==> config.mk <==
export PLATFORM = sky130hd
export DESIGN_NAME = icmrq_lane
export DESIGN_NICKNAME = d
export VERILOG_FILES = /design/src/design/int8_conv_mac_requantize_16ch_unit_defines.svh /design/src/design/icmrq_pkg.sv /design/src/design/icmrq_requant.sv /design/src/design/icmrq_lane.sv
export SDC_FILE = /design/constraint.sdc
export NUM_CORES = 2
export LEC_CHECK = 0
export ABC_CLOCK_PERIOD_IN_PS = 13500
export BUFFER_PORTS_ARGS = -buffer_cell sky130_fd_sc_hd__buf_2
export CORE_MARGIN = 10
export CORE_UTILIZATION = 37
export CTS_CLUSTER_SIZE = 24
export DETAILED_ROUTE_END_ITERATION = 12
export PLACE_DENSITY = 0.61
export SLEW_MARGIN = 10
export SYNTH_ARGS = -nofsm -noshare
export SYNTH_HDL_FRONTEND = slang
export SYNTH_SLANG_ARGS = --single-unit
==> constraint.sdc <==
create_clock -name clk -period 13.5 [get_ports clk]
set_input_delay 1.35 -clock clk [delete_from_list [all_inputs] [get_ports clk]]
set_output_delay 1.35 -clock clk [all_outputs]
set_load 0.01 [all_outputs]
==> src/design/int8_conv_mac_requantize_16ch_unit_defines.svh <==
// Assertion macros shared by the conv MAC requantize block.
// Expects clk and arst_n in the scope of each use.
`ifndef INT8_CONV_MAC_REQUANTIZE_16CH_UNIT_DEFINES_SVH
`define INT8_CONV_MAC_REQUANTIZE_16CH_UNIT_DEFINES_SVH

// Same-cycle implication, disabled while in reset
`define ICMRQ_ASSERT_NOW(lbl, ante, cons, msg) \
	lbl: assert property (@(posedge clk) disable iff (!arst_n) (ante) |-> (cons)) \
		else $error(msg);

// Next-cycle implication, disabled while in reset
`define ICMRQ_ASSERT_NEXT(lbl, ante, cons, msg) \
	lbl: assert property (@(posedge clk) disable iff (!arst_n) (ante) |=> (cons)) \
		else $error(msg);

`endif

==> src/design/icmrq_pkg.sv <==
// Shared types and constants for the int8 conv MAC / requantize block.
// No dependencies.
`timescale 1ns / 1ps
`default_nettype none

package icmrq_pkg;

	// number of physical lanes (output channels carried by a transaction)
	localparam int LANES = 16;
	// s1 (accumulate) then s2..s5 (requantize)
	localparam int NUM_STAGES = 5;
	localparam int ADDR_W = 5;

	// register indexes (byte address bits [4:2])
	typedef enum logic [2:0] {
		REG_SCALE_MULT  = 3'd0,
		REG_SCALE_SHIFT = 3'd1,
		REG_CLAMP_LOW   = 3'd2,
		REG_CLAMP_HIGH  = 3'd3,
		REG_ZERO_POINT  = 3'd4
	} reg_idx_t;

	typedef struct packed {
		logic               func;
		logic [3:0]         bias_index;
		logic signed [31:0] bias_value;
		logic [7:0]         activation;
		logic [63:0]        weights_low;
		logic [63:0]        weights_high;
		logic               last;
	} item_t;

	typedef struct packed {
		logic [63:0] bytes_low;
		logic [63:0] bytes_high;
	} result_t;

	typedef struct packed {
		logic [31:0]        scale_multiplier;
		logic [5:0]         scale_shift;
		logic signed [31:0] clamp_low;
		logic signed [31:0] clamp_high;
		logic [7:0]         output_zero_point;
	} cfg_t;

	// per-cycle lane control: step[0] is a last-MAC transaction, step[k] loads stage k+1
	typedef struct packed {
		logic                  mac;
		logic [NUM_STAGES-1:0] step;
	} lane_ctl_t;

endpackage

`default_nettype wire

==> src/design/icmrq_requant.sv <==
// Requantization pipeline of one lane: bias add, scale multiply, rounding shift,
// saturation, clamp and zero point. Uses icmrq_pkg.
`timescale 1ns / 1ps
`default_nettype none

module icmrq_requant (
	input  wire logic                                clk,
	input  wire icmrq_pkg::cfg_t                     cfg,
	input  wire logic [icmrq_pkg::NUM_STAGES-2:0]    step,
	input  wire logic [31:0]                         tot,
	input  wire logic [31:0]                         bias,
	output logic [7:0]                               res_byte
);

	logic [31:0]        sum;
	logic [31:0]        mag_s2;
	logic               neg_s2;
	logic [63:0]        prod_s3;
	logic               neg_s3;
	logic [63:0]        q_s4;
	logic               up_s4;
	logic               neg_s4;
	logic signed [31:0] v_s5;
	logic [63:0]        rem_mask;
	logic [63:0]        rem;
	logic [63:0]        half;
	logic [63:0]        q;
	logic               up;
	logic [63:0]        qr;
	logic signed [31:0] v;
	logic signed [31:0] c_hi;
	logic signed [31:0] c_lo;
	logic signed [32:0] z;

	// s2: wrapped bias add, split into sign and magnitude
	assign sum = tot + bias;

	always_ff @(posedge clk) begin
		if (step[0]) begin
			neg_s2 <= sum[31];
			mag_s2 <= sum[31] ? (32'd0 - sum) : sum;
		end
	end

	// s3: unsigned scale multiply, product below 2^63
	always_ff @(posedge clk) begin
		if (step[1]) begin
			prod_s3 <= 64'(mag_s2) * 64'(cfg.scale_multiplier);
			neg_s3  <= neg_s2;
		end
	end

	// s4: shift and round half to even on the magnitude
	assign rem_mask = (64'd1 << cfg.scale_shift) - 64'd1;
	assign rem      = prod_s3 & rem_mask;
	assign half     = 64'd1 << 6'(cfg.scale_shift - 6'd1);
	assign q        = prod_s3 >> cfg.scale_shift;
	assign up       = (cfg.scale_shift != 6'd0) &&
		((rem > half) || ((rem == half) && q[0]));

	always_ff @(posedge clk) begin
		if (step[2]) begin
			q_s4   <= q;
			up_s4  <= up;
			neg_s4 <= neg_s3;
		end
	end

	// s5: restore sign, saturate to int32
	assign qr = q_s4 + 64'(up_s4);

	always_comb begin
		if (neg_s4) begin
			v = (qr > 64'h8000_0000) ? 32'sh8000_0000 : signed'(32'd0 - qr[31:0]);
		end else begin
			v = (qr > 64'h7FFF_FFFF) ? 32'sh7FFF_FFFF : signed'(qr[31:0]);
		end
	end

	always_ff @(posedge clk) begin
		if (step[3]) begin
			v_s5 <= v;
		end
	end

	// clamp high then low, add zero point, saturate to a byte
	assign c_hi = (v_s5 > cfg.clamp_high) ? cfg.clamp_high : v_s5;
	assign c_lo = (c_hi < cfg.clamp_low) ? cfg.clamp_low : c_hi;
	assign z    = 33'(c_lo) + signed'({25'd0, cfg.output_zero_point});

	always_comb begin
		if (z < 33'sd0) begin
			res_byte = 8'd0;
		end else if (z > 33'sd255) begin
			res_byte = 8'hFF;
		end else begin
			res_byte = z[7:0];
		end
	end

endmodule

`default_nettype wire

==> src/design/icmrq_lane.sv <==
// One output channel: bias word, wrapping MAC accumulator and its requantizer.
// Uses icmrq_pkg and icmrq_requant.
`timescale 1ns / 1ps
`default_nettype none

module icmrq_lane (
	input  wire logic                 clk,
	input  wire logic                 arst_n,
	input  wire icmrq_pkg::lane_ctl_t ctl,
	input  wire icmrq_pkg::cfg_t      cfg,
	input  wire logic                 bias_we,
	input  wire logic [31:0]          bias_value,
	input  wire logic [7:0]           activation,
	input  wire logic [7:0]           weight,
	output logic [7:0]                res_byte
);

	logic [31:0]        acc_q;
	logic [31:0]        bias_q;
	logic [31:0]        tot_s1;
	logic signed [7:0]  act;
	logic signed [15:0] prod;
	logic [31:0]        acc_sum;

	// activation minus 128 is the byte with its top bit flipped
	assign act     = signed'({~activation[7], activation[6:0]});
	assign prod    = act * signed'(weight);
	assign acc_sum = acc_q + 32'(prod);

	// accumulator, cleared by the last MAC transaction
	always_ff @(posedge clk or negedge arst_n) begin
		if (!arst_n) begin
			acc_q <= '0;
		end else if (ctl.mac) begin
			acc_q <= ctl.step[0] ? '0 : acc_sum;
		end
	end

	// bias word, kept across results
	always_ff @(posedge clk or negedge arst_n) begin
		if (!arst_n) begin
			bias_q <= '0;
		end else if (bias_we) begin
			bias_q <= bias_value;
		end
	end

	// s1: final accumulator value
	always_ff @(posedge clk) begin
		if (ctl.step[0]) begin
			tot_s1 <= acc_sum;
		end
	end

	icmrq_requant u_requant (
		.clk      (clk),
		.cfg      (cfg),
		.step     (ctl.step[icmrq_pkg::NUM_STAGES-1:1]),
		.tot      (tot_s1),
		.bias     (bias_q),
		.res_byte (res_byte)
	);

endmodule

`default_nettype wire

---- After elaboration in Yosys (flattened, before gate mapping) ----
Cells that the tools add are included.
storage, ports and cells
  register bits after elaboration ......... 292
  logic and storage cells ................. 48
operators by class
  $add $sub $neg .......................... 8
  multiply operators ...................... 2
  order comparisons ....................... 7
  equal/unequal tests ..................... 1
  shift operators ......................... 3
  muxes and demuxes ....................... 9
  bitwise gates (word level) .............. 2
  reduce and logical (&&, ||, !) cells .... 4
operators with widths
  kind                                                                               number
  32-bit 2-to-1 mux                                                                  6
  1-bit by 6-bit << shifter with 64-bit output, first input constant                 2
  32-bit adder                                                                       2
  64-bit by 1-bit adder with 64-bit output                                           1
  64-bit AND                                                                         1
  64-bit == test                                                                     1
  64-bit by 31-bit greater-than comparator with 1-bit output, second input constant  1
  64-bit by 32-bit greater-than comparator with 1-bit output, second input constant  1
  64-bit greater-than comparator                                                     1
  32-bit by 32-bit multiplier with 64-bit output                                     1
  64-bit by 6-bit right shift with 64-bit output                                     1
  1-bit by 32-bit subtractor with 32-bit output, first input constant                2
  64-bit by 1-bit subtractor with 64-bit output, second input constant               1
  32-bit by 9-bit adder with 33-bit output                                           1
  33-bit by 9-bit greater-than comparator with 1-bit output, second input constant   1
  33-bit by 1-bit < comparator with 1-bit output, second input constant              1
  32-bit greater-than comparator                                                     1
  32-bit < comparator                                                                1
  31-bit 2-to-1 mux                                                                  1
  8-bit by 8-bit multiplier with 16-bit output                                       1
  8-bit 2-to-1 mux                                                                   2
  6-bit nonzero test                                                                 1
  6-bit by 1-bit subtractor with 6-bit output, second input constant                 1
  1-bit logical AND                                                                  2
  other kinds (2)                                                                    2

---- Depth between registers and ports, before layout ----
  word-level depth ........................ 8
  gate-level depth with buffers ........... 44
  gate-level depth less buffers ........... 36

---- Cells and area by module ----
Synthesis repeated with hierarchy kept, for this count alone.
second synthesis, totals
  cells, all modules ...................... 7,075
  area total of the unflattened synthesis .. 61,622.9 um2
by module, submodules not included
  module         times used  cells each  area an instance (um2)
  icmrq_requant  1           6,332       53,943.0
  icmrq_lane     1           743         7,679.9

---- Worst setup path before layout ----
OpenSTA, ideal clock, no wires.
  kind .................................... input to output
  start ................................... input port cfg[30] in the netlist's numbering
  end ..................................... output port res_byte[0]
  arrival time ............................ 10.187 ns
  data required time ...................... 12.150 ns
  slack ................................... 1.963 ns
  stages on the path ...................... 41
  path buffers ............................ 10
  cells stage by stage .................... inv_1 ha_1 a41oi_1 o21ai_0 a221o_1 a211oi_1 nand3_1 nand2_1 clkbuf_1 buf_2 buf_2 buf_2 clkbuf_1 o21ai_0 ha_1 a21o_1 a21o_1 a21o_1 [... 5 more ...] clkbuf_1 clkbuf_1 clkbuf_1 a21oi_1 fa_1 a21o_1 a21oi_1 nor2b_1 o21a_1 o21a_1 clkbuf_1 nand3_1 mux2i_1 a221oi_2 a21oi_1 nor4bb_1 clkbuf_1 a31oi_1
between the ends
  longest elaborated chain between the ends .. 8
  elaborated cells between the ends (all ways) .. 9
  those cells by class .................... add/sub (1); order compare (4); mux (4)
ends and longest elaborated chain
  what                                                       line                 RTL
  start, declared                                            icmrq_lane.sv:10     input wire icmrq_pkg::cfg_t cfg,
  32-bit greater-than comparator                             icmrq_requant.sv:87  assign c_hi = (v_s5 > cfg.clamp_high) ? cfg.clamp_high : v_s5;
  32-bit 2-to-1 mux (*)                                      icmrq_requant.sv:87
  32-bit < comparator                                        icmrq_requant.sv:88  assign c_lo = (c_hi < cfg.clamp_low) ? cfg.clamp_low : c_hi;
  32-bit 2-to-1 mux (*)                                      icmrq_requant.sv:88
  32-bit by 9-bit adder with 33-bit output (*)               icmrq_requant.sv:89  assign z = 33'(c_lo) + signed'({25'd0, cfg.output_zero_point});
  33-bit by 9-bit greater-than comparator with 1-bit output  icmrq_requant.sv:94  end else if (z > 33'sd255) begin
  8-bit 2-to-1 mux                                           icmrq_requant.sv:94
  8-bit 2-to-1 mux (*)                                       icmrq_requant.sv:92  if (z < 33'sd0) begin
  end, declared                                              icmrq_lane.sv:15     output logic [7:0] res_byte
Mark *: on every way between the ends. The rest lies on a longest branch, timed or not.

---- Final worst setup path ----
Ends and elaborated chain as after synthesis.

==> results.cfg <==
[status]
outcome = finished, final reports clean

[drt]
dr.pass1.iters = 8
vias_per_cell = 5.28
drt_iter0_drc = 2992
wl_per_cell_microns = 18.9
drtAntennaViolNets = 0
wirelength_microns = 172000
drc = 0
vias = 48200

[synth]
synth_edf_count = 228
synth_async_sr_flop_share = 0.219
synthCells = 6963
synth_nets = 8581
yosys.cell_types.count = 89
ys_seq_area_frac = 0.139
syn_area_sq_mm = 0.0607
ys_warn_count = 0
ys_ff_latch = 292
synth-main-ff-cell = edfxtp_1
synth_area_per_cell_sq_um = 8.72

[floorplanning]
initial_core_util = 0.372
core_area_sq_mm = 0.163
die_x_microns = 425
die_y_microns = 425
ios = 175
rows = 148
die_area_sq_mm = 0.181

[final_layout]
nets = 8530
area.sequential_sq_mm = 0.00845
final_common_cell = inv_1
multi_input_area_sq_mm = 0.0464
area_growth_pct = 6.76
fillers = 16600
post_route_cells_drive_above_1_share = 0.0647
layout_common_cells = 1,218 x inv_1, 1,208 x nand2_1, 954 x fa_1

[clock_tree]
clock_path_buffers = 3
postCtsSetupRepairBufs = 0
cts_hold_buf = 0
clk_pin_slew_ns = 0.06
cts_buffers = 35
cts_max_level = 2
cts_sinks = 292
ctsResizeCount = 0
clkLatencyLatePin_ns = 0.58
cts-root-buf = clkbuf_16
cts_tree = done

[critical_path]
rr_worst_depth = 31
cp-end-kind = output port
slowest_stage = a211oi_1
start_kind = primary input
worstPathRequired_ns = 12.15
crit_arrival_ns = 10.99
cp_max_fo = 51
crit_top_cell = o21ai_0
crit_type = primary input to output port
critPathMaxStageDelay_ns = 0.59

[timing]
setup_viol = 0
fin_crit_ns = 12.34
fmax_ghz = 0.0810
finalClockSkew_ns = 0.0315
finalHoldViolCount = 0
max_slew_margin = 0.210
tightest_slew_ns = 1.18
finalCritPeriodShare = 0.914
slew_viol_final = 0
rsz0062_at_grt = false
fin_tns_setup_ns = 0

[global_route]
gr-total-overflow = 0
grt_first_pass_wirelength_microns = 277000
grt_usage = 0.188
grt_pass1_vias = 50500
antenna_found_initial = 14
grt_max_degree = 87

[job]
cap_violations = 0

[placement]
hpwl_microns = 139000
gp_congestion = 0.930
port_buffers = 174

[worst_hold_path]
min_path_cells = 0
hp-class = register to register
==> layout make-up <==
class,instances,area share
inverters,1222,0.0708
clock inverters,17,0.00357
multi-input cells,5115,0.716
well taps,2175,0.0420
repair buffers,246,0.0221
diodes,8,0.000309
flip-flops and latches,292,0.130
clock buffers,46,0.0149
==> worst max-delay path: cells and delay by family <==
family,cells,cell delay (ns)
adder cells (fa/ha/maj),3,0.91
buffers and inverters,5,0.92
multiplexers,3,1.05
AND/OR/NAND/NOR,9,2.28
AO/OA/AOI/OAI,19,4.41
==> per-stage QoR <==
step	std cells	hold WS, ns	utilization	setup slack [ns]	instance area (sq um)
6_report	9121	0.422	0.398	1.16	64800
5_1_grt	9120	0.444	0.398	0.461	64800
4_1_cts	9113	0.423	0.398	1.22	64800
3_5_place_dp	9050	0.408	0.390	1.21	63600
3_3_place_gp	9050	0.405	0.390	1.46	63600
2_1_floorplan	6963	0.400	-	1.96	60700
==> sequential cells by signal, summed over array words and instances (netlist names) <==
name	cells
u_requant.up_s4	1
acc_q	32
u_requant.neg_s3	1
u_requant.mag_s2	32
bias_q	32
tot_s1	32
u_requant.neg_s4	1
u_requant.v_s5	32
u_requant.q_s4	64
u_requant.neg_s2	1
u_requant.prod_s3	64
==> cells in the mapped netlist (12+ instances only) <==
cell | count | area, sq um
nand4_1 | 64 | 400
a21oi_1 | 245 | 1230
o21a_1 | 42 | 315
ha_1 | 497 | 6220
nor3_1 | 68 | 340
nand3b_1 | 15 | 113
o31ai_1 | 16 | 120
o21bai_1 | 37 | 278
xor2_1 | 79 | 692
nor4_1 | 28 | 175
fa_1 | 954 | 19100
mux4_2 | 49 | 1100
o21ai_0 | 248 | 1240
a21boi_0 | 18 | 135
nand3_1 | 100 | 500
nor2_1 | 282 | 1060
mux2i_1 | 73 | 731
nand2_1 | 1209 | 4540
o22ai_1 | 57 | 357
o211ai_1 | 19 | 143
clkbuf_1 | 290 | 1090
buf_2 | 14 | 70.1
xnor2_1 | 158 | 1380
a21o_1 | 98 | 736
and2_1 | 310 | 1940
dfrtp_1 | 64 | 1600
and3_1 | 45 | 282
buf_1 | 29 | 109
nand2b_1 | 49 | 307
mux2_2 | 54 | 608
or4_1 | 12 | 90.1
or3_1 | 27 | 169
a211oi_1 | 20 | 150
or2_2 | 12 | 75.1
a31oi_1 | 41 | 257
nor2b_1 | 42 | 263
edfxtp_1 | 228 | 6850
inv_1 | 1218 | 4570
==> routing by layer <==
layer  vias up  part of all wire  track usage
li1      22200                 -            -
met1     24400              0.42        0.238
met2      1310              0.51        0.342
met3       239             0.047       0.0196
met4         4             0.024       0.0461
met5         -           0.00015            0
==> path summary, 6_finish.rpt <==
| check | start | endpoint | slack (ns) |
|---|---|---|---|
| setup / recovery | cfg[30] | res_byte[0] | 1.16 |
| hold / removal | u_requant.neg_s3$_DFFE_PP_ | u_requant.neg_s4$_DFFE_PP_ | 0.42 |
| setup reg to reg | u_requant.mag_s2[18]$_DFFE_PP_ | u_requant.prod_s3[63]$_DFFE_PP_ | 3.94 |
| hold reg to reg | u_requant.neg_s3$_DFFE_PP_ | u_requant.neg_s4$_DFFE_PP_ | 0.42 |
| max in group asynchronous | arst_n | acc_q[21]$_DFFE_PN0P_ | 11.98 |
| min in group asynchronous | arst_n | bias_q[1]$_DFFE_PN0P_ | 0.97 |
==> cells by family (layout without fill, tap and decap cells) <==
family | after synthesis | in the layout | share of synthesized area
compound gates | 952 | 952 | 0.0984
xor+xnor | 237 | 237 | 0.0342
fa+ha+maj | 1451 | 1451 | 0.417
buf+inv | 1556 | 1531 | 0.0965
flops | 292 | 292 | 0.139
mux | 176 | 176 | 0.0402
other cells | 1 | 9 | 0.0000618
simple gates | 2298 | 2298 | 0.174
Power is not shown: default switching activity piles up to over one toggle a cycle in this logic, so the estimate is an artifact.
