===== config.mk =====
export PLATFORM = sky130hd
export DESIGN_NAME = icmrq_regs
export DESIGN_NICKNAME = d
export VERILOG_FILES = /design/src/design/int8_conv_mac_requantize_16ch_unit_defines.svh /design/src/design/icmrq_pkg.sv /design/src/design/icmrq_regs.sv
export SDC_FILE = /design/constraint.sdc
export NUM_CORES = 1
export LEC_CHECK = 0
export ABC_AREA = 1
export BUFFER_PORTS_ARGS = -buffer_cell sky130_fd_sc_hd__buf_2
export CORE_MARGIN = 5
export CORE_UTILIZATION = 30
export DETAILED_ROUTE_END_ITERATION = 8
export GPL_TIMING_DRIVEN = 0
export SYNTH_ARGS = -nofsm -noshare
export SYNTH_HDL_FRONTEND = slang
export SYNTH_SLANG_ARGS = --single-unit
export TNS_END_PERCENT = 10

===== constraint.sdc =====
create_clock -name clk -period 1.3 [get_ports clk]
set_input_delay 0.195 -clock clk [delete_from_list [all_inputs] [get_ports clk]]
set_output_delay 0.195 -clock clk [all_outputs]
set_load 0.05 [all_outputs]

===== src/design/int8_conv_mac_requantize_16ch_unit_defines.svh =====
// Assertion macros shared by the conv MAC requantize block.
// Expects clk and arst_n in the scope of each use.
`ifndef INT8_CONV_MAC_REQUANTIZE_16CH_UNIT_DEFINES_SVH
`define INT8_CONV_MAC_REQUANTIZE_16CH_UNIT_DEFINES_SVH

// Same-cycle implication, disabled while in reset
`define ICMRQ_ASSERT_NOW(lbl, ante, cons, msg) \
	lbl: assert property (@(posedge clk) disable iff (!arst_n) (ante) |-> (cons)) \
		else $error(msg);

// Next-cycle implication, disabled while in reset
`define ICMRQ_ASSERT_NEXT(lbl, ante, cons, msg) \
	lbl: assert property (@(posedge clk) disable iff (!arst_n) (ante) |=> (cons)) \
		else $error(msg);

`endif


===== src/design/icmrq_pkg.sv =====
// Shared types and constants for the int8 conv MAC / requantize block.
// No dependencies.
`timescale 1ns / 1ps
`default_nettype none

package icmrq_pkg;

	// number of physical lanes (output channels carried by a transaction)
	localparam int LANES = 16;
	// s1 (accumulate) then s2..s5 (requantize)
	localparam int NUM_STAGES = 5;
	localparam int ADDR_W = 5;

	// register indexes (byte address bits [4:2])
	typedef enum logic [2:0] {
		REG_SCALE_MULT  = 3'd0,
		REG_SCALE_SHIFT = 3'd1,
		REG_CLAMP_LOW   = 3'd2,
		REG_CLAMP_HIGH  = 3'd3,
		REG_ZERO_POINT  = 3'd4
	} reg_idx_t;

	typedef struct packed {
		logic               func;
		logic [3:0]         bias_index;
		logic signed [31:0] bias_value;
		logic [7:0]         activation;
		logic [63:0]        weights_low;
		logic [63:0]        weights_high;
		logic               last;
	} item_t;

	typedef struct packed {
		logic [63:0] bytes_low;
		logic [63:0] bytes_high;
	} result_t;

	typedef struct packed {
		logic [31:0]        scale_multiplier;
		logic [5:0]         scale_shift;
		logic signed [31:0] clamp_low;
		logic signed [31:0] clamp_high;
		logic [7:0]         output_zero_point;
	} cfg_t;

	// per-cycle lane control: step[0] is a last-MAC transaction, step[k] loads stage k+1
	typedef struct packed {
		logic                  mac;
		logic [NUM_STAGES-1:0] step;
	} lane_ctl_t;

endpackage

`default_nettype wire


===== src/design/icmrq_regs.sv =====
// APB-style configuration registers for the requantizer.
// Uses icmrq_pkg.
`timescale 1ns / 1ps
`default_nettype none

module icmrq_regs (
	input  wire logic                         clk,
	input  wire logic                         arst_n,
	input  wire logic                         psel,
	input  wire logic                         penable,
	input  wire logic                         pwrite,
	input  wire logic [icmrq_pkg::ADDR_W-1:0] paddr,
	input  wire logic [31:0]                  pwdata,
	output logic [31:0]                       prdata,
	output logic                              pready,
	output icmrq_pkg::cfg_t                   cfg
);

	icmrq_pkg::cfg_t       cfg_q;
	icmrq_pkg::reg_idx_t   idx;
	logic                  wr;

	assign pready = 1'b1;
	assign idx    = icmrq_pkg::reg_idx_t'(paddr[4:2]);
	assign wr     = psel && penable && pwrite;
	assign cfg    = cfg_q;

	// register writes on the access phase
	always_ff @(posedge clk or negedge arst_n) begin
		if (!arst_n) begin
			cfg_q.scale_multiplier  <= 32'd1;
			cfg_q.scale_shift       <= 6'd0;
			cfg_q.clamp_low         <= 32'sh8000_0000;
			cfg_q.clamp_high        <= 32'sh7FFF_FFFF;
			cfg_q.output_zero_point <= 8'd0;
		end else if (wr) begin
			case (idx)
				icmrq_pkg::REG_SCALE_MULT:  cfg_q.scale_multiplier  <= pwdata;
				icmrq_pkg::REG_SCALE_SHIFT: cfg_q.scale_shift       <= pwdata[5:0];
				icmrq_pkg::REG_CLAMP_LOW:   cfg_q.clamp_low         <= signed'(pwdata);
				icmrq_pkg::REG_CLAMP_HIGH:  cfg_q.clamp_high        <= signed'(pwdata);
				icmrq_pkg::REG_ZERO_POINT:  cfg_q.output_zero_point <= pwdata[7:0];
				default: ;
			endcase
		end
	end

	// read mux
	always_comb begin
		case (idx)
			icmrq_pkg::REG_SCALE_MULT:  prdata = cfg_q.scale_multiplier;
			icmrq_pkg::REG_SCALE_SHIFT: prdata = {26'd0, cfg_q.scale_shift};
			icmrq_pkg::REG_CLAMP_LOW:   prdata = cfg_q.clamp_low;
			icmrq_pkg::REG_CLAMP_HIGH:  prdata = cfg_q.clamp_high;
			icmrq_pkg::REG_ZERO_POINT:  prdata = {24'd0, cfg_q.output_zero_point};
			default:                    prdata = 32'd0;
		endcase
	end

endmodule

`default_nettype wire


; Word level (Yosys, flattened, before mapping)
; Index checks and enable logic that the tools add are counted.
[totals]
register_bits = 110
out_inout_bits = 143
elab_cells = 18
input_bits = 42
[classes]
reduce_logical = 8
mux = 1
n_eq_ne = 4
[op_table]
columns = operator, n
row1 = $pmux 32 s5, 1
row2 = $reduce_and 2->1, 5
row3 = $eq 3x2->1 const B, 2
row4 = $eq 3x1->1 const B, 1
row5 = $eq 3x3->1 const B, 1
row6 = $logic_not 3->1, 1
row7 = $logic_and 1x1->1, 2

; Depth between registers and ports, before layout
; Gate-level depths: netlist of the first run.
[depth]
depth_word = 3
ltp_mapped = 7
mapped_depth_nobuf = 5

; Least setup slack after synthesis of the first run
; OpenSTA, ideal clock, no wires.
[synth_timing]
path_kind = input to output
startpoint = in paddr[3] (netlist name)
endpoint = out prdata[10]
path_slack_ns = -0.193
required_time_ns = 1.105
path_buffers = 2
cell_stages = 7
arrival_ns = 1.298
path_cell_list = buf_6 nor2_8 nand2_4 inv_2 buf_4 nand2_1 nand3_1
[synth_via]
elab_chain_len = 2
elab_cells_between_ends = 6
cone_classes = eq/ne: 4 / mux: 1 / reduce/logical: 1
[synth_rtl]
columns = item, line
row1 = start: declaration, icmrq_regs.sv:12  ; input wire logic [icmrq_pkg::ADDR_W-1:0] paddr,
row2 = $eq 3x3->1 (tied with other cells), icmrq_regs.sv:50  ; case (idx)
row3 = $pmux 32 s5 *, icmrq_regs.sv:50
row4 = end: declaration, icmrq_regs.sv:14  ; output logic [31:0] prdata,
; Every way passes the cells marked *; elsewhere a longest branch is shown, timed or not.

; Worst setup path after layout of the first run
[layout_timing]
startpoint = reg cfg_q (netlist bit cfg[13])
endpoint = out prdata[5]
[layout_via]
elab_chain_len = 1
[layout_rtl]
columns = item, line
row1 = start: declaration, icmrq_regs.sv:19  ; icmrq_pkg::cfg_t cfg_q;
row2 = $pmux 32 s5, icmrq_regs.sv:50
; Every way passes these cells.

==> summary.txt, run 1 <==
Initial DRC Count: 268
Worst Setup SP: cfg[13]
TritonRoute pass-1 iters: 4
Rows: 48
I/O Pins: 185
Cells along the critical path: nand4_1, nand2_1, nor2_2, nand2_2, buf_8
Grt met3 use: 0.0322
Slew margin rel.: 0.628
CP Launch Type: register
Final Hold Viols: 0
CP max stage delay: 550 ps
Post-route setup slack: -233 ps
Cell area after layout: 7750 sq um
FF/Latch Area: 2790 sq um
Vias: 5310
FILL cells: 1728
Maximum VDD drop: 758 uV
Max_cap viols: 0
#FFs+latches synth: 110
Vias in the first global route: 5310
Worst Path Required: 1110 ps
Part of the cycle the worst path needs: 1.18
Gpl congestion: 0.820
Layout cells sized above 1: 0.378
Clk Latency, worst-skew pair: 340 ps
Pre-CTS WS: -693 ps
Setup Skew: 0 ps
Fmax: 652 MHz
Initial antenna violation count: 0
CTS tree: built
Post-Syn Instances: 667
Post-synth cell types: 20
Max Buffers Root-to-Sink: 2
Avg Inst Size Synth: 7.96 sq um
Area delta synth->final: 45.9%
Core area: 17400 sq um
Final setup viols: 37
Class of the worst hold path: primary input to register
Multi-input logic area: 2410 sq um
Fin crit period: 1530 ps
Launch point of the worst reg-to-reg path: cfg[8]
Worst Path Max Fanout: 3
Status: finished with violations
GR Util met1: 0.269
Hold Startpoint: pwdata[26]
Layout Nets: 913
Worst EP arrival: 1340 ps
Syn_nets: 709
Max-slew violations: 0
Clock slew at reported path FFs: 80 ps
CTS Buf Count: 9
Gr ovfl total: 0
Chip Width: 143 um
CTS root buf: clkbuf_16
Via density: 4.82
Routed length per instance: 18.1 um
Crit Path Class: register to primary output
PD cells: 1650 nW/um^2
Worst slew pin tran: 558 ps
Placed Area: 6680 sq um
Antenna Nets Post-Route: 0
Largest register FFs: 110
Placed cells: 1072
CP endpoint kind: primary output
Final setup TNS: -4130 ps
Starting Density: 0.306
GR Util met2: 0.318
Yosys warning count: 0
Clock sinks: 110
Fin cells: 1101
Die ar.: 20500 sq um
HPWL after DPL: 13.9 mm
Largest net degree at the start of global routing: 75
Layer with the highest usage: met2
DRC violations left: 0
IO buf count: 179
Mapped Area: 5310 sq um
Antenna Cells: 0
Violated checks: setup timing
Crit path max-delay cell type: dfstp_2
# H-tree levels: 3
RSZ-0062 raised after global routing: true
Seq/Total Area, Yosys: 0.526
Detailed Route WL: 19.9 mm
GR Util All Layers: 0.195
Post-layout util: 0.447
Die Height: 143 um
First-pass GRT wire length: 30.6 mm
Leak: 4.09 nW
==> cell families after synthesis <==
kind of cell	Yosys count	share of synthesized area
flops	110	0.526
simple gates	385	0.307
buf+inv	57	0.0586
other cells	1	0.000706
compound gates	114	0.107
==> critical path: cells and delay by family (launching register included) <==
family        cells  cell delay, ps
simple gates      4             300
buf+inv           1             140
flops             1             550
==> per-stage QoR <==
stage | hold slack [ps] | total power, W
6_report | 57.1 | 0.0128
5_1_grt | 52.0 | 0.0134
4_1_cts | 39.6 | 0.0128
3_5_place_dp | 123 | 0.00949
3_3_place_gp | 425 | 0.00943
2_1_floorplan | -101 | 0.00814
==> metal layers <==
layer	wire length, um	vias up
li1	-	2557
met1	8890	2563
met2	9530	174
met3	1220	16
met4	283	0
met5	0	-
==> cells in the final DEF (no fill, tap or decap), types with 2 or more instances in the layout <==
| cell type | instances |
|---|---|
| buf_12 | 2 |
| buf_2 | 119 |
| buf_4 | 13 |
| buf_6 | 44 |
| buf_8 | 38 |
| clkbuf_1 | 19 |
| clkbuf_16 | 9 |
| clkinv_4 | 2 |
| clkinvlp_4 | 3 |
| dfrtp_1 | 77 |
| dfstp_2 | 33 |
| inv_1 | 7 |
| inv_2 | 3 |
| inv_6 | 2 |
| nand2_1 | 297 |
| nand2_2 | 19 |
| nand3_1 | 22 |
| nand3_2 | 23 |
| nand3_4 | 4 |
| nand4_1 | 6 |
| nor2_1 | 3 |
| nor2_2 | 4 |
| nor2_4 | 3 |
| nor2_8 | 3 |
| o21ai_0 | 112 |
| o21ai_2 | 2 |
==> report_power, final <==
group	internal, W	switching, W	leakage, nW	total (W)
sequential	0.00421	0.000567	1.34	0.00478
combinational	0.00145	0.00387	2.61	0.00532
clock	0.00137	0.00133	0.135	0.00270
total	0.00703	0.00576	4.09	0.0128
==> area by class of cell <==
class	instances	share of cell area
Sequential cell	110	0.360
Multi-Input combinational cell	500	0.311
Timing Repair Buffer	193	0.204
Buffer	44	0.0424
Tap cell	225	0.0363
Clock buffer	10	0.0308
Inverter	13	0.00904
Clock inverter	6	0.00597
==> repair_timing <==
action / CTS / global route
endpoints found under the setup margin: 65 / 57
resized for setup: 181 / 35
setup buffers: 11 / 1
pin swaps: 29 / 19
hold buffers: 1 / 0
hold endpoints to repair: 26 / 0
==> final timing paths <==
| check | cells after the start | to | slack (ps) |
|---|---|---|---|
| worst min-delay path | 3 | cfg[34] | 60 |
| worst min register to register | 2 | cfg[24] | 480 |
| worst max-delay path | 5 | prdata[5] | -230 |
| min in group asynchronous | 2 | cfg[107] | 310 |
| worst max register to register | 4 | cfg[8] | 350 |
| max in group asynchronous | 3 | cfg[26] | 250 |
==> Yosys cell counts, drive strengths merged <==
library cell  number  area, sq um
nand2            317         1200
o21ai            114          571
dfrtp             77         1930
nand3             49          275
dfstp             33          867
buf               25          191
clkbuf            19         71.3
inv               13         48.8
nor2              13          123
nand4              6         37.5
conb               1         3.75
(Power assumes the default switching activity.)
==> run 2, diff against run 1 <==
--- a/config.mk
+++ b/config.mk
@@ -11,6 +11,7 @@
 export CORE_UTILIZATION = 30
 export DETAILED_ROUTE_END_ITERATION = 8
 export GPL_TIMING_DRIVEN = 0
+export SETUP_SLACK_MARGIN = 0.15
 export SYNTH_ARGS = -nofsm -noshare
 export SYNTH_HDL_FRONTEND = slang
 export SYNTH_SLANG_ARGS = --single-unit
==> run 2 against run 1 <==
Net effect: the flow still finishes with violations (setup timing); sequential share of layout area is 4.2 points lower; critical endpoint is now prdata[7]; largest cell class unchanged; sequential power is 2% higher; global-route usage is 1.0 points higher; combinational power is 18% higher; first-iteration DRC count is 8.2% higher.
==> summary.txt, run 2 (synthesis results as in run 1) <==
Final setup viols: 48
DRC violations left: 0
Clock sinks: 110
Most frequent CP cell: inv_2
Worst EP arrival: 1340 ps
Cells along the critical path: inv_2, o21ai_2, inv_2, nand2_4, buf_8
Sw power: 0.00602 W
Final Hold Viols: 0
Area delta synth->final: 65.2%
Gpl congestion: 0.870
WL met1: 9.27 mm
Gr ovfl total: 0
Launch point of the worst reg-to-reg path: cfg[11]
FF/Latch Area: 2800 sq um
Max Buffers Root-to-Sink: 2
Fin crit period: 1540 ps
Max-slew violations: 0
Via density: 4.84
Commonest cells after routing, fill and taps aside: nand2_1 (274), o21ai_0 (112), buf_6 (105)
Crit path max-delay cell type: dfstp_2
RSZ-0062 raised after global routing: true
Violated checks: setup timing
# H-tree levels: 3
Vias in the first global route: 5462
CTS root buf: clkbuf_16
Internal power: 0.00802 W
Delay-heaviest family, CP: flip-flops
Pre-CTS WS: -445 ps
CTS tree: built
Clock network power share: 0.205
Top Metal Used: met4
Detailed Route WL: 21.0 mm
HPWL after DPL: 14.2 mm
Fin cells: 1120
Net Sw Frac: 0.429
Worst R2R Path Depth: 4
Post-layout util: 0.506
R2R Setup Slk: 360 ps
Antenna Nets Post-Route: 0
CTS Buf Count: 9
Max_cap viols: 0
Setup Skew: 0 ps
Layout cells sized above 1: 0.431
Routed length on met3: 1.15 mm
Routed length per instance: 18.8 um
Worst Path Max Fanout: 2
Layout Nets: 933
Slew margin rel.: 0.632
Worst r2r dst: cfg[11]
Buffer and inverter count on the worst path: 3
Vias: 5420
Worst Path Required: 1110 ps
Class of the worst hold path: primary input to register
FILL cells: 1639
Chip Width: 143 um
TritonRoute pass-1 iters: 5
Largest register FFs: 110
Fmax: 649 MHz
CP Launch Type: register
Die Height: 143 um
Clock slew at reported path FFs: 80 ps
Multi-input logic area: 2630 sq um
Worst slew pin tran: 553 ps
First-pass GRT wire length: 32.3 mm
Sequential share of power: 0.348
Post-route setup slack: -240 ps
Combinational power share: 0.447
Hold Path Stages: 3
Core area: 17400 sq um
Die ar.: 20500 sq um
Crit Path Class: register to primary output
Antenna Cells: 0
IO buf count: 179
Rows: 48
Hold worst-path end: cfg[33]
Initial antenna violation count: 0
Leak: 4.43 nW
GR Util All Layers: 0.205
Largest net degree at the start of global routing: 58
CP max stage delay: 560 ps
Hold Startpoint: pwdata[25]
CP endpoint kind: primary output
Placed cells: 1072
Part of the cycle the worst path needs: 1.18
I/O Pins: 185
PD cells: 1600 nW/um^2
Maximum VDD drop: 760 uV
Status: finished with violations
Starting Density: 0.306
Initial DRC Count: 290
Most common cell after layout, fill and taps aside: nand2_1
Clk Latency, worst-skew pair: 350 ps
Total chip power: 0.0140 W
Wire length on met2: 10.3 mm
## run 2: area by class of cell
type                    instances  area share
flip-flops and latches        110       0.319
clock inverters                 5     0.00670
plain buffers                  44      0.0421
inverters                      13     0.00756
repair buffers                213       0.266
clock buffers                  10      0.0272
multi-input cells             500       0.300
well taps                     225      0.0321
## run 2: worst max-delay path by stage
| stage | cells after the start | slack [ps] | from | end |
|---|---|---|---|---|
| 3_3_place_gp | 1 | -1410 | arst_n | cfg[55] |
| 4_1_cts | 5 | -240 | cfg[15] | prdata[7] |
| 6_report | 5 | -240 | cfg[15] | prdata[7] |
| 3_5_place_dp | 8 | -450 | paddr[4] | prdata[22] |
| 5_1_grt | 5 | -300 | cfg[8] | prdata[0] |
| 2_1_floorplan | 4 | -8 | cfg[9] | prdata[1] |
## run 2: worst register-to-register path, stage by stage, from the launching register on
cell	delay (ps)
dfstp_2	540
buf_4	110
buf_6	90
o21ai_0	70
nand2_1	80
## run 2: per-stage QoR
step                      area, sq um  TNS (ps)  hold slack (ps)
after floorplan                  5670     -44.6             -101
after global placement           6850   -150350              424
after detailed placement         6880    -16890              191
after CTS                        8420     -4870             43.5
after global routing             8770     -6710             58.8
final                            8770     -4720             56.8
## run 2: repair_timing
item | 4_1_cts | 5_1_grt
endpoints found under the hold margin | 36 | 0
pin swaps | 44 | 16
resized for setup | 353 | 78
buffers inserted | 12 | 19
cloned | 1 | 0
hold buffers | 1 | 0
setup endpoints to repair | 142 | 210
## run 2: per-layer routing
layer | vias to the layer above | GRT usage
li1 | 2592 | -
met1 | 2636 | 0.286
met2 | 172 | 0.331
met3 | 20 | 0.0328
met4 | 0 | 0.0615
met5 | - | 0
## run 2: power groups by stage
stage	logic [W]	clock network [W]	registers, W
6_report	0.00628	0.00287	0.00489
5_1_grt	0.00658	0.00307	0.00498
3_3_place_gp	0.00474	0	0.00478
4_1_cts	0.00595	0.00294	0.00488
2_1_floorplan	0.00122	0	0.00699
3_5_place_dp	0.00480	0	0.00479
